### src/hw/rtl/weighted_random_entry_selector_assert.svh
// Assertion macros for the weighted random entry selector.
`ifndef WEIGHTED_RANDOM_ENTRY_SELECTOR_ASSERT_SVH
`define WEIGHTED_RANDOM_ENTRY_SELECTOR_ASSERT_SVH
`ifndef SYNTHESIS
// Same-cycle implication.
`define WRES_ASSERT_SAME(label, clk, rst_n, ante, cons) \
    label: assert property (@(posedge clk) disable iff (!rst_n) (ante) |-> (cons)) \
        else $error("wres: same-cycle check failed");
// Next-cycle implication.
`define WRES_ASSERT_NEXT(label, clk, rst_n, ante, cons) \
    label: assert property (@(posedge clk) disable iff (!rst_n) (ante) |=> (cons)) \
        else $error("wres: next-cycle check failed");
`else
`define WRES_ASSERT_SAME(label, clk, rst_n, ante, cons)
`define WRES_ASSERT_NEXT(label, clk, rst_n, ante, cons)
`endif
`endif

### src/hw/rtl/wres_pkg.sv
// Shared types, constants and helpers of the weighted random entry selector.
`timescale 1ns / 1ps
package wres_pkg;

    localparam int CAPACITY_DEF = 16;
    localparam int WEIGHT_W     = 15;
    localparam int ID_W         = 16;
    localparam int DRAW_W       = 20;
    localparam int IDX_OUT_W    = 4;
    localparam int CNT_OUT_W    = 5;
    localparam int TOT_OUT_W    = 19;

    typedef enum logic [2:0] {
        ST_OK       = 3'd0,
        ST_NULL_ID  = 3'd1,
        ST_FULL     = 3'd2,
        ST_EMPTY    = 3'd3,
        ST_FALLBACK = 3'd4
    } t_status;

    typedef enum logic [1:0] {
        S_IDLE,
        S_DISPATCH,
        S_SCAN,
        S_EMIT
    } t_state;

    typedef struct packed {
        logic [ID_W-1:0]     id;
        logic [WEIGHT_W-1:0] weight;
    } t_entry;

    // Controls of the shared add/compare unit.
    typedef struct packed {
        logic clear;      // zero the running sum
        logic update;     // take the adder output into the running sum
        logic use_total;  // add the new weight to the stored total instead
    } t_acc_ctl;

    typedef struct packed {
        t_status              status;
        logic [IDX_OUT_W-1:0] idx;
        logic [ID_W-1:0]      id;
        logic [CNT_OUT_W-1:0] count;
        logic [TOT_OUT_W-1:0] total;
    } t_result;

    // Raise a non-positive weight to 1.
    function automatic logic [WEIGHT_W-1:0] clamp_weight(input logic [15:0] w);
        logic [WEIGHT_W-1:0] r;
        if (w[15] || (w == 16'd0)) begin
            r = WEIGHT_W'(1);
        end else begin
            r = w[WEIGHT_W-1:0];
        end
        return r;
    endfunction

endpackage

### src/hw/rtl/weighted_random_entry_selector.sv
// Top level of the weighted random entry selector (roulette-wheel selection).
//
//   port group  dir  tdata fields (low bit first)                  tuser
//   s_*         in   entry_id[15:0] weight[31:16] rand_draw[51:32]  mode
//   m_*         out  chosen_index[3:0] chosen_id[19:4]              status
//                    entry_count[24:20] weight_total[43:25]
//
// Appends and empty-table selects pass through dispatch and emit only; other
// selects also scan from entry zero up to the chosen position, or over every
// entry on a fallback, as the scan reads one entry a cycle via the shared adder.
// i_rst_n is synchronous, active low; it empties the table and zeros the total.
// Stalls: s_tready stays low until the result of the current beat has entered
// the output register, so a full output register holds up the next accept.
`timescale 1ns / 1ps
`include "weighted_random_entry_selector_assert.svh"
module weighted_random_entry_selector import wres_pkg::*; #(
    parameter int CAPACITY = CAPACITY_DEF
) (
    input  logic        i_clk,
    input  logic        i_rst_n,
    input  logic        s_tvalid,
    output logic        s_tready,
    input  logic [55:0] s_tdata,   // entry_id, weight, rand_draw, zero pad
    input  logic        s_tuser,   // mode
    output logic        m_tvalid,
    input  logic        m_tready,
    output logic [47:0] m_tdata,   // chosen_index, chosen_id, entry_count,
                                   // weight_total, zero pad
    output logic [2:0]  m_tuser    // status
);

    localparam int IW  = $clog2(CAPACITY);
    localparam int CNW = $clog2(CAPACITY + 1);
    // Wide enough for CAPACITY full-scale weights.
    localparam int TW  = WEIGHT_W + $clog2(CAPACITY);

    logic                r_m_tvalid, n_m_tvalid;
    t_result             r_out, n_out;
    logic                out_free;
    logic                res_valid;
    t_result             res;
    logic                ram_we;
    logic [IW-1:0]       ram_waddr;
    logic [IW-1:0]       ram_raddr;
    t_entry              ram_wdata;
    t_entry              ram_rdata;
    t_acc_ctl            acc_ctl;
    logic [TW-1:0]       total;
    logic [TW-1:0]       sum;
    logic                hit;
    logic [WEIGHT_W-1:0] new_weight;
    logic [DRAW_W-1:0]   draw;

    // Output register frees up when empty or drained this cycle.
    assign out_free = !r_m_tvalid || m_tready;

    wres_ctrl #(
        .CAPACITY (CAPACITY),
        .IW       (IW),
        .CNW      (CNW),
        .TW       (TW)
    ) u_ctrl (
        .i_clk        (i_clk),
        .i_rst_n      (i_rst_n),
        .i_in_valid   (s_tvalid),
        .o_in_ready   (s_tready),
        .i_mode       (s_tuser),
        .i_id         (s_tdata[15:0]),
        .i_weight     (s_tdata[31:16]),
        .i_draw       (s_tdata[51:32]),
        .i_out_free   (out_free),
        .o_res_valid  (res_valid),
        .o_res        (res),
        .o_we         (ram_we),
        .o_waddr      (ram_waddr),
        .o_wdata      (ram_wdata),
        .o_raddr      (ram_raddr),
        .i_rdata      (ram_rdata),
        .o_acc_ctl    (acc_ctl),
        .o_total      (total),
        .o_new_weight (new_weight),
        .o_draw       (draw),
        .i_sum        (sum),
        .i_hit        (hit)
    );

    // Entry table: id and clamped weight per slot, filled in order.
    wres_ram #(
        .DEPTH (CAPACITY),
        .AW    (IW)
    ) u_ram (
        .i_clk   (i_clk),
        .i_we    (ram_we),
        .i_waddr (ram_waddr),
        .i_wdata (ram_wdata),
        .i_raddr (ram_raddr),
        .o_rdata (ram_rdata)
    );

    // Shared unit: total update on append, running sum and compare on scan.
    wres_acc #(
        .TW (TW)
    ) u_acc (
        .i_clk        (i_clk),
        .i_ctl        (acc_ctl),
        .i_total      (total),
        .i_new_weight (new_weight),
        .i_ram_weight (ram_rdata.weight),
        .i_draw       (draw),
        .o_sum        (sum),
        .o_hit        (hit)
    );

    // Load a finished result, drop valid once the beat is taken.
    always_comb begin
        n_m_tvalid = r_m_tvalid;
        n_out      = r_out;
        if (res_valid && out_free) begin
            n_m_tvalid = 1'b1;
            n_out      = res;
        end else if (m_tready) begin
            n_m_tvalid = 1'b0;
        end
    end

    always_ff @(posedge i_clk) begin
        if (!i_rst_n) begin
            r_m_tvalid <= 1'b0;
        end else begin
            r_m_tvalid <= n_m_tvalid;
        end
    end

    always_ff @(posedge i_clk) begin
        r_out <= n_out;
    end

    assign m_tvalid = r_m_tvalid;
    assign m_tuser  = r_out.status;
    assign m_tdata  = {4'b0000, r_out.total, r_out.count, r_out.id, r_out.idx};

    // One beat at a time: ready drops right after an accept.
    `WRES_ASSERT_NEXT(a_busy_after_accept, i_clk, i_rst_n, s_tvalid && s_tready, !s_tready)
    // Rejected appends and empty selects carry no selection.
    `WRES_ASSERT_SAME(a_no_pick, i_clk, i_rst_n, m_tvalid && ((m_tuser == ST_NULL_ID) || (m_tuser == ST_FULL) || (m_tuser == ST_EMPTY)), m_tdata[19:0] == 20'd0)
    // An empty table has no weight.
    `WRES_ASSERT_SAME(a_empty_zero, i_clk, i_rst_n, m_tvalid && (m_tuser == ST_EMPTY), m_tdata[43:20] == 24'd0)

endmodule

### src/hw/rtl/wres_ram.sv
// Entry memory: one write port, one registered read port.
`timescale 1ns / 1ps
module wres_ram import wres_pkg::*; #(
    parameter int DEPTH = CAPACITY_DEF,
    parameter int AW    = $clog2(CAPACITY_DEF)
) (
    input  logic          i_clk,
    input  logic          i_we,
    input  logic [AW-1:0] i_waddr,
    input  t_entry        i_wdata,
    input  logic [AW-1:0] i_raddr,
    output t_entry        o_rdata
);

    t_entry r_mem [DEPTH];
    t_entry r_rdata;

    always_ff @(posedge i_clk) begin
        if (i_we) begin
            r_mem[i_waddr] <= i_wdata;
        end
    end

    always_ff @(posedge i_clk) begin
        r_rdata <= r_mem[i_raddr];
    end

    assign o_rdata = r_rdata;

endmodule

### src/hw/rtl/wres_acc.sv
// Shared adder with running sum register and draw compare.
`timescale 1ns / 1ps
module wres_acc import wres_pkg::*; #(
    parameter int TW = WEIGHT_W + $clog2(CAPACITY_DEF)
) (
    input  logic                i_clk,
    input  t_acc_ctl            i_ctl,
    input  logic [TW-1:0]       i_total,
    input  logic [WEIGHT_W-1:0] i_new_weight,
    input  logic [WEIGHT_W-1:0] i_ram_weight,
    input  logic [DRAW_W-1:0]   i_draw,
    output logic [TW-1:0]       o_sum,
    output logic                o_hit
);

    localparam int CW = (TW > DRAW_W) ? TW : DRAW_W;

    logic [TW-1:0] r_acc;
    logic [TW-1:0] n_acc;
    logic [TW-1:0] op_a;
    logic [TW-1:0] op_b;

    always_comb begin
        op_a = i_ctl.use_total ? i_total : r_acc;
        op_b = i_ctl.use_total ? TW'(i_new_weight) : TW'(i_ram_weight);
        o_sum = op_a + op_b;
        o_hit = CW'(i_draw) < CW'(o_sum);
    end

    always_comb begin
        n_acc = r_acc;
        if (i_ctl.clear) begin
            n_acc = '0;
        end else if (i_ctl.update) begin
            n_acc = o_sum;
        end
    end

    always_ff @(posedge i_clk) begin
        r_acc <= n_acc;
    end

endmodule

### src/hw/rtl/wres_ctrl.sv
// Sequencer: append, scan of the cumulative weights, result hand-off.
`timescale 1ns / 1ps
module wres_ctrl import wres_pkg::*; #(
    parameter int CAPACITY = CAPACITY_DEF,
    parameter int IW       = $clog2(CAPACITY_DEF),
    parameter int CNW      = $clog2(CAPACITY_DEF + 1),
    parameter int TW       = WEIGHT_W + $clog2(CAPACITY_DEF)
) (
    input  logic                i_clk,
    input  logic                i_rst_n,
    input  logic                i_in_valid,
    output logic                o_in_ready,
    input  logic                i_mode,
    input  logic [ID_W-1:0]     i_id,
    input  logic [15:0]         i_weight,
    input  logic [DRAW_W-1:0]   i_draw,
    input  logic                i_out_free,
    output logic                o_res_valid,
    output t_result             o_res,
    output logic                o_we,
    output logic [IW-1:0]       o_waddr,
    output t_entry              o_wdata,
    output logic [IW-1:0]       o_raddr,
    input  t_entry              i_rdata,
    output t_acc_ctl            o_acc_ctl,
    output logic [TW-1:0]       o_total,
    output logic [WEIGHT_W-1:0] o_new_weight,
    output logic [DRAW_W-1:0]   o_draw,
    input  logic [TW-1:0]       i_sum,
    input  logic                i_hit
);

    t_state              r_state, n_state;
    logic [CNW-1:0]      r_count, n_count;
    logic [TW-1:0]       r_total, n_total;
    logic [IW-1:0]       r_idx, n_idx;
    logic                r_mode, n_mode;
    logic [ID_W-1:0]     r_id, n_id;
    logic [WEIGHT_W-1:0] r_weight, n_weight;
    logic [DRAW_W-1:0]   r_draw, n_draw;
    t_status             r_status, n_status;
    logic [IW-1:0]       r_cidx, n_cidx;
    logic [ID_W-1:0]     r_cid, n_cid;
    logic [ID_W-1:0]     r_id0, n_id0;

    logic [IW-1:0]        idx_inc;
    logic [CNW-1:0]       idx_cnt;
    logic                 last;
    logic                 full;
    logic [IW+IDX_OUT_W-1:0] cidx_ext;
    logic [CNW+CNT_OUT_W-1:0] cnt_ext;
    logic [TW+TOT_OUT_W-1:0]  tot_ext;

    assign idx_inc = r_idx + IW'(1);
    assign idx_cnt = CNW'(r_idx) + CNW'(1);
    assign last    = (idx_cnt == r_count);
    assign full    = (r_count == CNW'(CAPACITY));

    // Next state.
    always_comb begin
        n_state = r_state;
        case (r_state)
            S_IDLE: begin
                if (i_in_valid) begin
                    n_state = S_DISPATCH;
                end
            end
            S_DISPATCH: begin
                if (r_mode && (r_count != '0)) begin
                    n_state = S_SCAN;
                end else begin
                    n_state = S_EMIT;
                end
            end
            S_SCAN: begin
                if (i_hit || last) begin
                    n_state = S_EMIT;
                end
            end
            S_EMIT: begin
                if (i_out_free) begin
                    n_state = S_IDLE;
                end
            end
            default: n_state = S_IDLE;
        endcase
    end

    // Outputs and datapath updates.
    always_comb begin
        o_in_ready  = 1'b0;
        o_res_valid = 1'b0;
        o_we        = 1'b0;
        o_raddr     = r_idx;
        o_acc_ctl   = '0;
        n_count     = r_count;
        n_total     = r_total;
        n_idx       = r_idx;
        n_mode      = r_mode;
        n_id        = r_id;
        n_weight    = r_weight;
        n_draw      = r_draw;
        n_status    = r_status;
        n_cidx      = r_cidx;
        n_cid       = r_cid;
        n_id0       = r_id0;
        case (r_state)
            S_IDLE: begin
                o_in_ready = 1'b1;
                if (i_in_valid) begin
                    n_mode   = i_mode;
                    n_id     = i_id;
                    n_weight = clamp_weight(i_weight);
                    n_draw   = i_draw;
                end
            end
            S_DISPATCH: begin
                n_cidx          = '0;
                n_cid           = '0;
                n_idx           = '0;
                o_raddr         = '0;
                o_acc_ctl.clear = 1'b1;
                if (!r_mode) begin
                    o_acc_ctl.use_total = 1'b1;
                    if (r_id == '0) begin
                        n_status = ST_NULL_ID;
                    end else if (full) begin
                        n_status = ST_FULL;
                    end else begin
                        n_status = ST_OK;
                        o_we     = 1'b1;
                        n_count  = r_count + CNW'(1);
                        n_total  = i_sum;
                    end
                end else if (r_count == '0) begin
                    n_status = ST_EMPTY;
                end
            end
            S_SCAN: begin
                o_acc_ctl.update = 1'b1;
                if (r_idx == '0) begin
                    n_id0 = i_rdata.id;
                end
                if (i_hit) begin
                    n_status = ST_OK;
                    n_cidx   = r_idx;
                    n_cid    = i_rdata.id;
                end else if (last) begin
                    n_status = ST_FALLBACK;
                    n_cidx   = '0;
                    n_cid    = (r_idx == '0) ? i_rdata.id : r_id0;
                end else begin
                    n_idx   = idx_inc;
                    o_raddr = idx_inc;
                end
            end
            S_EMIT: begin
                o_res_valid = 1'b1;
            end
            default: begin
                o_res_valid = 1'b0;
            end
        endcase
    end

    always_ff @(posedge i_clk) begin
        if (!i_rst_n) begin
            r_state <= S_IDLE;
            r_count <= '0;
            r_total <= '0;
        end else begin
            r_state <= n_state;
            r_count <= n_count;
            r_total <= n_total;
        end
    end

    always_ff @(posedge i_clk) begin
        r_idx    <= n_idx;
        r_mode   <= n_mode;
        r_id     <= n_id;
        r_weight <= n_weight;
        r_draw   <= n_draw;
        r_status <= n_status;
        r_cidx   <= n_cidx;
        r_cid    <= n_cid;
        r_id0    <= n_id0;
    end

    assign o_waddr        = r_count[IW-1:0];
    assign o_wdata.id     = r_id;
    assign o_wdata.weight = r_weight;
    assign o_total        = r_total;
    assign o_new_weight   = r_weight;
    assign o_draw         = r_draw;

    // Mask the wide internal values to the result field widths.
    assign cidx_ext = {{IDX_OUT_W{1'b0}}, r_cidx};
    assign cnt_ext  = {{CNT_OUT_W{1'b0}}, r_count};
    assign tot_ext  = {{TOT_OUT_W{1'b0}}, r_total};

    assign o_res.status = r_status;
    assign o_res.idx    = cidx_ext[IDX_OUT_W-1:0];
    assign o_res.id     = r_cid;
    assign o_res.count  = cnt_ext[CNT_OUT_W-1:0];
    assign o_res.total  = tot_ext[TOT_OUT_W-1:0];

endmodule

### config.mk
export PLATFORM = sky130hd
export DESIGN_NAME = weighted_random_entry_selector
export DESIGN_NICKNAME = d
export VERILOG_FILES = /design/src/hw/rtl/wres_pkg.sv /design/src/hw/rtl/weighted_random_entry_selector.sv /design/src/hw/rtl/wres_ram.sv /design/src/hw/rtl/wres_acc.sv /design/src/hw/rtl/wres_ctrl.sv
export VERILOG_INCLUDE_DIRS = /design/src /design/src/hw/rtl
export SDC_FILE = /design/constraint.sdc
export NUM_CORES = 1
export LEC_CHECK = 0
export BUFFER_PORTS_ARGS = -buffer_cell sky130_fd_sc_hd__buf_2
export CAP_MARGIN = 25
export CORE_AREA = 2 2 187 326
export CTS_BUF_LIST = sky130_fd_sc_hd__clkbuf_8 sky130_fd_sc_hd__clkbuf_16
export DETAILED_ROUTE_END_ITERATION = 16
export DIE_AREA = 0 0 189 328
export GPL_TIMING_DRIVEN = 1
export PLACE_DENSITY = 0.66
export SETUP_SLACK_MARGIN = 0.3
export SLEW_MARGIN = 20
export SYNTH_ARGS = -nofsm -noshare
export SYNTH_HDL_FRONTEND = slang
export SYNTH_SLANG_ARGS = --single-unit
### constraint.sdc
create_clock -name i_clk -period 20.7 [get_ports i_clk]
set_clock_uncertainty 0.15 [all_clocks]
set_input_delay 1.035 -clock i_clk [delete_from_list [all_inputs] [get_ports i_clk]]
set_output_delay 1.035 -clock i_clk [all_outputs]
set_load 0.1 [all_outputs]
### Word level (Yosys, flattened, before mapping)

Memories as Yosys holds them, arrays and structs flattened. A register that Yosys moved wholly into a read port is not among the register bits.
Index checks and enable logic that the tools add are counted.

| word-level totals | value |
|---|---|
| register bits | 188 |
| output and inout bits | 53 |
| input bits | 61 |
| logic and storage cells | 95 |
| memories kept | 1 |
| RAM bits | 496 |

| operators by class | value |
|---|---|
| order comparisons | 1 |
| reductions and logical operators | 19 |
| equality and inequality tests | 10 |
| add/sub/neg operators | 4 |
| mux-type cells | 38 |
| bitwise operators | 3 |

Memories:

| memory | depth | bits a word | read ports | clocked after Yosys merged registers in | wr ports | line | RTL |
|---|---|---|---|---|---|---|---|
| u_ram.r_mem | 16 | 31 | 1 | 1 | 1 | wres_ram.sv:15 | `t_entry r_mem [DEPTH];` |

Operators by type and width:

| cell | count |
|---|---|
| $mux W16 | 3 |
| $logic_not A16 Y1 | 2 |
| $pmux W16 S2 | 1 |
| $lt A20 B19 Y1 | 1 |
| $add A19 B19 Y19 | 1 |
| $mux W19 | 1 |
| $mux W4 | 4 |
| $pmux W4 S2 | 2 |
| $mux W1 | 15 |
| $mux W15 | 1 |
| $mux W3 | 5 |
| $mux W2 | 4 |
| $pmux W2 S4 | 1 |
| $pmux W3 S2 | 1 |
| $reduce_and A3 Y1 | 2 |
| $add A4 B1 Y5 const B | 1 |
| $add A5 B1 Y5 const B | 1 |
| $eq A5 B5 Y1 | 1 |
| $eq A5 B5 Y1 const B | 1 |
| $logic_not A5 Y1 | 1 |
| $reduce_bool A5 Y1 | 1 |
| $add A4 B1 Y4 const B | 1 |
| $eq A2 B2 Y1 const B | 2 |
| $logic_not A4 Y1 | 1 |
| other kinds (13) | 21 |

### Logic depth before layout (Yosys ltp)

Gate-level depths: netlist of run 1.

| logic depth | value |
|---|---|
| depth in word-level cells | 8 |
| depth in mapped cells | 32 |
| gate-level depth less buffers | 27 |

### Modules after synthesis

From an unflattened synthesis of run 1, not the netlist that was laid out.

| second synthesis, totals | value |
|---|---|
| cells, all modules | 1584 |
| area, all modules | 28466.1 um^2 |

Modules (own cells, without submodules):

| module | instances | area each (um^2) | sequential area each (um^2) | cells an instance |
|---|---|---|---|---|
| wres_ram | 1 | 19248.5 | 15514.9 | 812 |
| wres_ctrl | 1 | 5187.5 | 3333.2 | 405 |
| wres_acc | 1 | 2527.4 | 380.4 | 310 |
| weighted_random_entry_selector | 1 | 1502.7 | 1431.4 | 57 |

### Least setup slack after synthesis of run 1

Ideal clock, no wire load.

| timing | value |
|---|---|
| path kind | register to register |
| start point | reg u_ctrl.r_state[1] |
| end point | reg u_ctrl.r_status[0], enable pin |
| setup slack | 13727 ps |
| cell stages (with the launch flop) | 25 |
| clock period less this slack | 6973 ps |
| data required time | 20203 ps |
| path buffers | 2 |
| data arrival time | 6475 ps |
| library setup time | 347 ps |
| cell sequence | dfxtp_1 > inv_1 > ha_1 > nor2b_1 > clkbuf_1 > clkbuf_1 > mux2_2 > ha_1 > fa_1 > a21o_1 > a21oi_1 > o21ai_0 > nand3_1 > nand2b_1 > o21ba_2 > nand2_1 > xor2_1 > mux2_2 > ha_1 > and4b_1 > a2111oi_2 > nand2_1 > o21a_1 > a21oi_1 > a21boi_0 |

| between the ends | value |
|---|---|
| word-level cells in the longest chain between the ends | 7 |
| elaborated cells between the ends (all ways) | 11 |
| classes of those cells | add/sub: 1; order compare: 1; eq/ne: 4; mux: 3; reduce/logical: 2 |

RTL lines:

| element | line | RTL |
|---|---|---|
| from (decl) | wres_ctrl.sv:33 | `t_state r_state, n_state;` |
| from (signal assigned) | wres_ctrl.sv:172 | `r_state <= n_state;` |
| $eq A2 B1 Y1 | wres_ctrl.sv:107 | `case (r_state)` |
| $mux W1 | wres_ctrl.sv:107 |  |
| $mux W19 / $mux W15 (equally long branches) | wres_acc.sv:24, wres_acc.sv:25 |  |
| $add A19 B19 Y19 | wres_acc.sv:26 | `o_sum = op_a + op_b;` |
| $lt A20 B19 Y1 | wres_acc.sv:27 | `o_hit = CW'(i_draw) < CW'(o_sum);` |
| $ne A3 B1 Y1 (no source line) | - |  |
| $reduce_and A3 Y1 (no source line) * | - |  |
| to (signal assigned) | wres_ctrl.sv:184 | `r_status <= n_status;` |
| to (decl) | wres_ctrl.sv:41 | `t_status r_status, n_status;` |

Mark *: on every way between the ends. The rest lies on a longest branch, timed or not.
A chain may end at the register's enable or synchronous reset.

### Final worst setup path of run 1

| timing | value |
|---|---|
| start point | reg u_ctrl.r_state[0] |
| end point | reg, netlist name u_ram.o_rdata[25] |

| between the ends | value |
|---|---|
| word-level cells in the longest chain between the ends | 7 |
| elaborated cells between the ends (all ways) | 9 |
| classes of those cells | add/sub: 1; order compare: 1; eq/ne: 2; mux: 5 |

RTL lines:

| element | line |
|---|---|
| $eq A2 B1 Y1 | wres_ctrl.sv:107 |
| $mux W1 | wres_ctrl.sv:107 |
| $mux W19 / $mux W15 (equally long branches) | wres_acc.sv:24, wres_acc.sv:25 |
| $add A19 B19 Y19 | wres_acc.sv:26 |
| $lt A20 B19 Y1 | wres_acc.sv:27 |
| $mux W4 | - |
| $pmux W4 S2 * | - |

Marked as above.

==> results of run 1 <==
[critical path, delay by kind of cell (launching register included)]
| family | cells | cell delay (ns) |
|---|---|---|
| AND/OR/NAND/NOR | 7 | 1.62 |
| adder cells (fa/ha/maj) | 4 | 1.78 |
| multiplexers | 6 | 1.48 |
| buffers and inverters | 4 | 2.33 |
| XOR/XNOR | 1 | 0.07 |
| AO/OA/AOI/OAI | 6 | 1.74 |
| flip-flops | 1 | 0.43 |
[report_power, final]
group	internal [mW]	switching (mW)	total (mW)
Clock	0.693	0.507	1.20
Combinational	0.489	0.734	1.22
Sequential	1.81	0.112	1.92
Total	2.99	1.35	4.34
[layout by cell type (no fill, tap or decap), types with 4 or more instances in the layout]
cell type,n
a211oi_1,9
a21boi_0,14
a21o_1,5
a21oi_1,34
and2_1,14
and3_1,4
buf_2,105
buf_4,28
bufinv_16,13
clkbuf_16,60
clkinv_1,12
clkinv_2,10
clkinv_4,5
clkinvlp_4,7
conb_1,4
dfxtp_1,81
edfxtp_1,634
ha_1,42
inv_1,31
mux2_2,49
mux2i_1,477
nand2_1,92
nand2b_1,5
nand3_1,10
nand4_1,5
nor2_1,36
nor2_4,12
nor2b_1,16
nor3_1,8
nor3_2,4
nor4_1,8
o21ai_0,10
o21ai_1,4
xnor2_1,17
xor2_1,15
[worst max-delay path by stage]
stage	slack (ns)	cells after the start	startpoint	endpoint
4_1_cts	10.58	28	u_ctrl.r_state[0]	u_ram.o_rdata[25]
3_3_place_gp	10.74	27	u_ctrl.r_state[0]	u_ram.o_rdata[29]
3_5_place_dp	10.64	28	u_ctrl.r_state[0]	u_ram.o_rdata[29]
5_1_grt	10.13	28	u_ctrl.r_state[0]	u_ram.o_rdata[25]
2_1_floorplan	13.73	24	u_ctrl.r_state[1]	u_ctrl.r_status[0]
6_report	10.73	28	u_ctrl.r_state[0]	u_ram.o_rdata[25]
[metrics by stage]
| stage | setup slack (ns) | area (sq um) |
|---|---|---|
| after floorplan | 13.73 | 29300 |
| after global placement | 10.74 | 30700 |
| after detailed placement | 10.64 | 30700 |
| after CTS | 10.58 | 32800 |
| after global routing | 10.13 | 32800 |
| final | 10.73 | 32800 |
[kinds of logic (layout without fill, tap and decap cells)]
| group | after synthesis | after routing |
|---|---|---|
| flip-flops | 715 | 715 |
| multiplexers | 527 | 527 |
| AND/OR/NAND/NOR | 225 | 225 |
| buffers and inverters | 113 | 278 |
| AO/OA/AOI/OAI | 107 | 107 |
| adder cells (fa/ha/maj) | 44 | 44 |
| XOR/XNOR | 32 | 32 |
| other | 1 | 4 |
[registers in the layout (all words and copies together) (netlist names), 2 cells and up]
| signal | flops |
|---|---|
| u_ctrl.o_new_weight | 15 |
| u_ram.r_mem | 496 |
| u_ctrl.r_count | 5 |
| u_ctrl.r_cidx | 4 |
| u_ctrl.r_state | 2 |
| u_ctrl.r_cid | 16 |
| u_ctrl.o_draw | 20 |
| u_ctrl.r_id | 16 |
| u_acc.r_acc | 19 |
| m_tdata | 44 |
| u_ctrl.o_total | 19 |
| u_ram.o_rdata | 31 |
| u_ctrl.r_status | 3 |
| m_tuser | 3 |
| u_ctrl.r_idx | 4 |
| u_ctrl.r_id0 | 16 |
[metal layers]
metal / part of all wire (%) / up-vias
li1: - / 6916
met1: 42 / 7608
met2: 51 / 374
met3: 4.2 / 92
met4: 2.5 / 2
met5: 0.019 / -
[layout make-up]
| type | count | share of cell area, % |
|---|---|---|
| Multi-Input combinational cell | 939 | 24.8 |
| Inverter | 31 | 0.354 |
| Tap cell | 780 | 2.97 |
| Clock buffer | 60 | 4.57 |
| Clock inverter | 51 | 1.89 |
| Timing Repair Buffer | 136 | 2.45 |
| Sequential cell | 715 | 62.9 |
==> results.py, run 1 <==
metrics = {
    "layout": {
        "fill_cells": 4565,
        "drive_gt1_share_pct": 16.4,
        "multi_input_area_sq_um": 8160,
        "diodes": 0,
        "nNetsFinal": 1987,
        "area_growth_syn_to_layout_pct": 12.0,
        "regArea_sq_um": 20700,
        "utilization_pct": 55.5,
        "stdcell_count": 2712,
    },
    "floorplanning": {
        "std_cell_rows": 118,
        "ios": 114,
        "core_area_sq_um": 59200,
        "start_util_pct": 49.5,
        "dieArea_sq_um": 62000,
        "chipWidth_um": 189,
        "die_h_um": 328,
    },
    "placed_design": {
        "dpl.hpwl_mm": 32.7,
        "placedCellCount": 2601,
        "io_buffers": 105,
        "gp_congestion": 0.783,
    },
    "cts": {
        "cts.clk_slew.worst_paths_ns": 0.07,
        "cts_buffers": 59,
        "post_cts_buffers": 0,
        "cts_hold_buffers": 0,
        "cts_resized": 0,
        "clock_path_buffers": 3,
        "root_buffer": "clkbuf_16",
        "clkSinkCount": 715,
        "htreeDepth": 2,
        "clk_latency_ns": 0.62,
        "cts_tree": "done",
    },
    "logic_synthesis": {
        "ys_types": 61,
        "yosysSeqAreaShare_pct": 70.5,
        "synth_seq_cells": 715,
        "synthXorXnorAreaFrac_pct": 0.956,
        "syn_inst": 1764,
        "synth_top_family_by_area": "multiplexers",
        "synthAdderAreaFrac_pct": 1.90,
        "synth_top_area_cell": "edfxtp_1",
        "synthSimpleGateAreaFrac_pct": 3.55,
        "synth.avg_cell_area_sq_um": 16.6,
        "synthArstFlopShare_pct": 0,
        "synthTopCellsByCount": "edfxtp_1, mux2i_1, nand2_1",
        "synth.most_common_cell": "edfxtp_1",
        "netlist_top_cells_area": "edfxtp_1, mux2i_1, dfxtp_1",
        "syn_area_sq_um": 29300,
        "ys.flop_type": "edfxtp_1",
        "ys.warnings.count": 0,
        "synth-compound-area-share_pct": 2.52,
        "synth-edff-count": 634,
        "synth_top_area_share_pct": 65.0,
        "synth_mux_area_share_pct": 18.2,
    },
    "route": {
        "drt-vias-per-instance": 5.53,
        "wire_per_inst_um": 21.9,
        "first_pass_iters": 5,
        "drt_iter0_markers": 905,
        "wl_mm": 59.3,
        "final_antenna_net_count": 0,
        "drc": 0,
        "num_vias": 15000,
    },
    "worst_setup_path": {
        "cp_slowest_stage_delay_ns": 0.86,
        "r2r_start": "u_ctrl.r_state[0]",
        "worstSetupPathType": "reg2reg",
        "cp.arrival_ns": 10.26,
        "crit_fanout": 145,
        "worst_path_max_delay_cell": "buf_4",
        "critPathLaunchType": "register",
        "rr_worst_depth": 28,
        "crit_required_ns": 20.99,
        "ff2ff_setup_slack_ns": 10.73,
        "cpMostUsedCell": "mux2i_1",
        "worstSetupEndpointType": "register",
        "r2r_end": "u_ram.o_rdata[25]",
    },
    "sta": {
        "drv_slew": 0,
        "setup_viol": 0,
        "worst_slew_pin_slew_ns": 1.07,
        "slew-limit-headroom_pct": 28.9,
        "finalHoldViolations": 0,
        "period_share_pct": 48.2,
        "whs_ns": 0.267,
        "max_freq_mhz": 100,
        "fin_crit_ns": 9.97,
        "setup_tns_ns": 0,
        "rsz0062_at_grt": "false",
    },
    "min_path": {
        "min_path_type": "reg2reg",
        "min_path_cells": 0,
        "hold_start": "u_ctrl.r_cid[0]",
        "holdPathEnd": "m_tdata[4]",
    },
    "outcome": {
        "status": "finished, final reports clean",
    },
    "global_route": {
        "grt_antenna_before_repair": 1,
        "met3_usage_pct": 2.52,
        "use_met2_pct": 34.5,
        "grt_pass1_vias": 15300,
        "met1_usage_pct": 24.0,
        "grt_overflow": 0,
        "gr-max-usage-layer": "met2",
        "grt_pass1_wl_mm": 90.0,
        "grt_usage_pct": 19.2,
        "grt_max_degree": 146,
    },
    "power": {
        "finalPower_mw": 4.34,
        "peakVddDrop_mv": 0.143,
        "leakage_nw": 13.6,
        "power_density_nw_per_um2": 132,
    },
    "run": {
        "drv_cap": 0,
    },
}
(Power assumes the default switching activity.)
==> inputs of run 2 (changes only) <==
Settings changed: PLACE_DENSITY 0.66 to 0.68.
Clock period 20.7 ns to 8.7 ns, I/O delays scaled along.
==> run 2 against run 1 <==
Non-clock buffer count up 63. Critical path depth down 1. Register-to-register slack worse by 9.3 ns. Largest cell class unchanged.
==> results.py, run 2 (synthesized netlist as in run 1, its figures left out) <==
metrics = {
    "floorplanning": {
        "dieArea_sq_um": 62000,
        "die_h_um": 328,
        "std_cell_rows": 118,
        "chipWidth_um": 189,
        "ios": 114,
        "start_util_pct": 49.5,
        "core_area_sq_um": 59200,
    },
    "power": {
        "power_switching_mw": 3.19,
        "peakVddDrop_mv": 0.228,
        "power.share.clock_pct": 25.4,
        "power_density_nw_per_um2": 305,
        "intPower_mw": 6.95,
        "finalPower_mw": 10.1,
        "seqPwrFrac_pct": 45.1,
        "p_comb_share_pct": 29.5,
        "leakage_nw": 13.9,
        "sw_frac_of_total_pct": 31.4,
    },
    "min_path": {
        "min_path_type": "in2reg",
    },
    "worst_setup_path": {
        "rr_worst_depth": 27,
        "cp.arrival_ns": 7.64,
        "crit_end": "u_ram.o_rdata[12]",
        "r2r_end": "u_ram.o_rdata[12]",
        "worstSetupPathType": "reg2reg",
        "r2r_start": "u_ctrl.r_state[1]",
        "critPathLaunchType": "register",
        "crit_required_ns": 9.08,
        "crit_start": "u_ctrl.r_state[1]",
        "worstSetupEndpointType": "register",
        "ff2ff_setup_slack_ns": 1.45,
        "crit_fanout": 27,
    },
    "route": {
        "wl_mm": 60.0,
        "drt-vias-per-instance": 5.47,
        "num_vias": 15200,
        "wire_per_inst_um": 21.7,
        "first_pass_iters": 5,
        "final_antenna_net_count": 0,
        "drc": 0,
        "drt_iter0_markers": 884,
    },
    "cts": {
        "clk_latency_ns": 0.62,
        "clkSinkCount": 715,
        "cts_resized": 0,
        "post_cts_buffers": 0,
        "cts_hold_buffers": 43,
        "htreeDepth": 2,
        "cts_tree": "done",
        "cts.clk_slew.worst_paths_ns": 0.07,
        "root_buffer": "clkbuf_16",
        "cts_buffers": 59,
        "clock_path_buffers": 3,
    },
    "layout": {
        "stdcell_count": 2771,
        "drive_gt1_share_pct": 16.0,
        "regMostFlops": "u_ram.r_mem",
        "final_cell_mix": "edfxtp_1, mux2i_1, buf_2",
        "area_growth_syn_to_layout_pct": 13.6,
        "fill_cells": 4497,
        "nNetsFinal": 2050,
        "layout_commonest_cell": "edfxtp_1",
        "largest_register_ffs": 496,
        "diodes": 0,
    },
    "global_route": {
        "grt_usage_pct": 19.4,
        "grt_pass1_vias": 15800,
        "grt_overflow": 0,
        "grt_pass1_wl_mm": 91.2,
        "grt_antenna_before_repair": 0,
        "grt_max_degree": 53,
    },
    "sta": {
        "setup_viol": 0,
        "fin_crit_ns": 7.25,
        "slew-limit-headroom_pct": 34.0,
        "worst_slew_pin_slew_ns": 0.990,
        "max_freq_mhz": 138,
        "finalHoldViolations": 0,
        "period_share_pct": 83.4,
        "drv_slew": 0,
        "rsz0062_at_grt": "false",
        "post-route-worst-setup-slack_ns": 1.45,
        "setup_tns_ns": 0,
    },
    "run": {
        "drv_cap": 0,
    },
    "placed_design": {
        "io_buffers": 105,
        "dpl.hpwl_mm": 34.3,
        "place_ws_ns": 1.42,
        "placedCellCount": 2621,
        "gp_congestion": 0.767,
    },
    "outcome": {
        "status": "finished, final reports clean",
    },
}
run 2: cell types whose count changed in the layout (fill, tap and decap cells not counted), sizes merged, moves of 2 or more:
cell | before | now
buf | 136 | 156
bufinv | 13 | 6
clkinv | 28 | 30
clkinvlp | 7 | 1
dlygate4sd3 | 0 | 43
inv | 34 | 42
run 2: final cells by class:
class / instances / area [sq um] / area share, %
Multi-Input combinational cell: 939 / 8150 / 24.5
Tap cell: 780 / 976 / 2.93
Sequential cell: 715 / 20700 / 62.1
Clock inverter: 48 / 385 / 1.16
Timing Repair Buffer: 199 / 1510 / 4.55
Inverter: 31 / 116 / 0.350
Clock buffer: 59 / 1480 / 4.44
run 2: critical path, stage by stage, from the launching register on:
cell and delay [ns]:
dfxtp_1 0.36, inv_1 0.10, ha_1 0.18, nor2b_4 0.53
mux2_2 0.41, ha_1 0.23, fa_1 0.46, a21o_1 0.17
a21oi_1 0.25, o21ai_0 0.25, nand3_1 0.15, nand2b_1 0.10
o21ba_2 0.25, nand2_1 0.08, xor2_1 0.08, mux2_2 0.30
ha_1 0.29, and4b_1 0.28, nand3_1 0.15, o31ai_2 0.58
o21a_1 0.33, mux2i_1 0.16, a21oi_4 0.25, buf_12 0.26
buf_4 0.30, mux2i_1 0.22, mux2i_1 0.09, mux2i_1 0.17
run 2: per-layer routing:
layer / vias to the layer above / track usage, % / part of all wire, %
li1: 7050 / - / -
met2: 331 / 36.0 / 53
met1: 7687 / 23.5 / 41
met5: - / 0 / 0
met4: 0 / 6.06 / 2.4
met3: 89 / 2.09 / 3.8
run 2: through the flow:
| step | utilization [%] | instance area (sq um) | hold slack [ns] |
|---|---|---|---|
| after CTS | 56.2 | 33300 | 0.00673 |
| after global routing | 56.2 | 33300 | 0.0223 |
| after detailed placement | 52.3 | 31000 | 0.255 |
| after floorplan | - | 29300 | 0.250 |
| final | 56.2 | 33300 | 0.0240 |
| after global placement | 52.3 | 31000 | 0.252 |
run 2: worst min path at each step:
stage | startpoint | end | slack, ns | cells past startpoint
after floorplan | u_ctrl.r_cidx[0] | m_tdata[0] | 0.25 | 0
after global placement | u_ctrl.r_cidx[0] | m_tdata[0] | 0.25 | 0
after detailed placement | u_ctrl.r_cid[9] | m_tdata[13] | 0.25 | 0
after CTS | m_tready | m_tvalid | 0.007 | 3
after global routing | s_tdata[25] | u_ctrl.o_new_weight[9] | 0.02 | 2
final | s_tdata[25] | u_ctrl.o_new_weight[9] | 0.02 | 2
run 2: power groups by stage:
| stage | Clock (mW) | Combinational, mW | Sequential [mW] |
|---|---|---|---|
| 2_1_floorplan | 0 | 2.26 | 4.67 |
| 3_3_place_gp | 0 | 2.93 | 4.62 |
| 3_5_place_dp | 0 | 3.00 | 4.64 |
| 4_1_cts | 2.63 | 3.03 | 4.57 |
| 5_1_grt | 2.75 | 3.29 | 4.62 |
| 6_report | 2.57 | 3.00 | 4.57 |
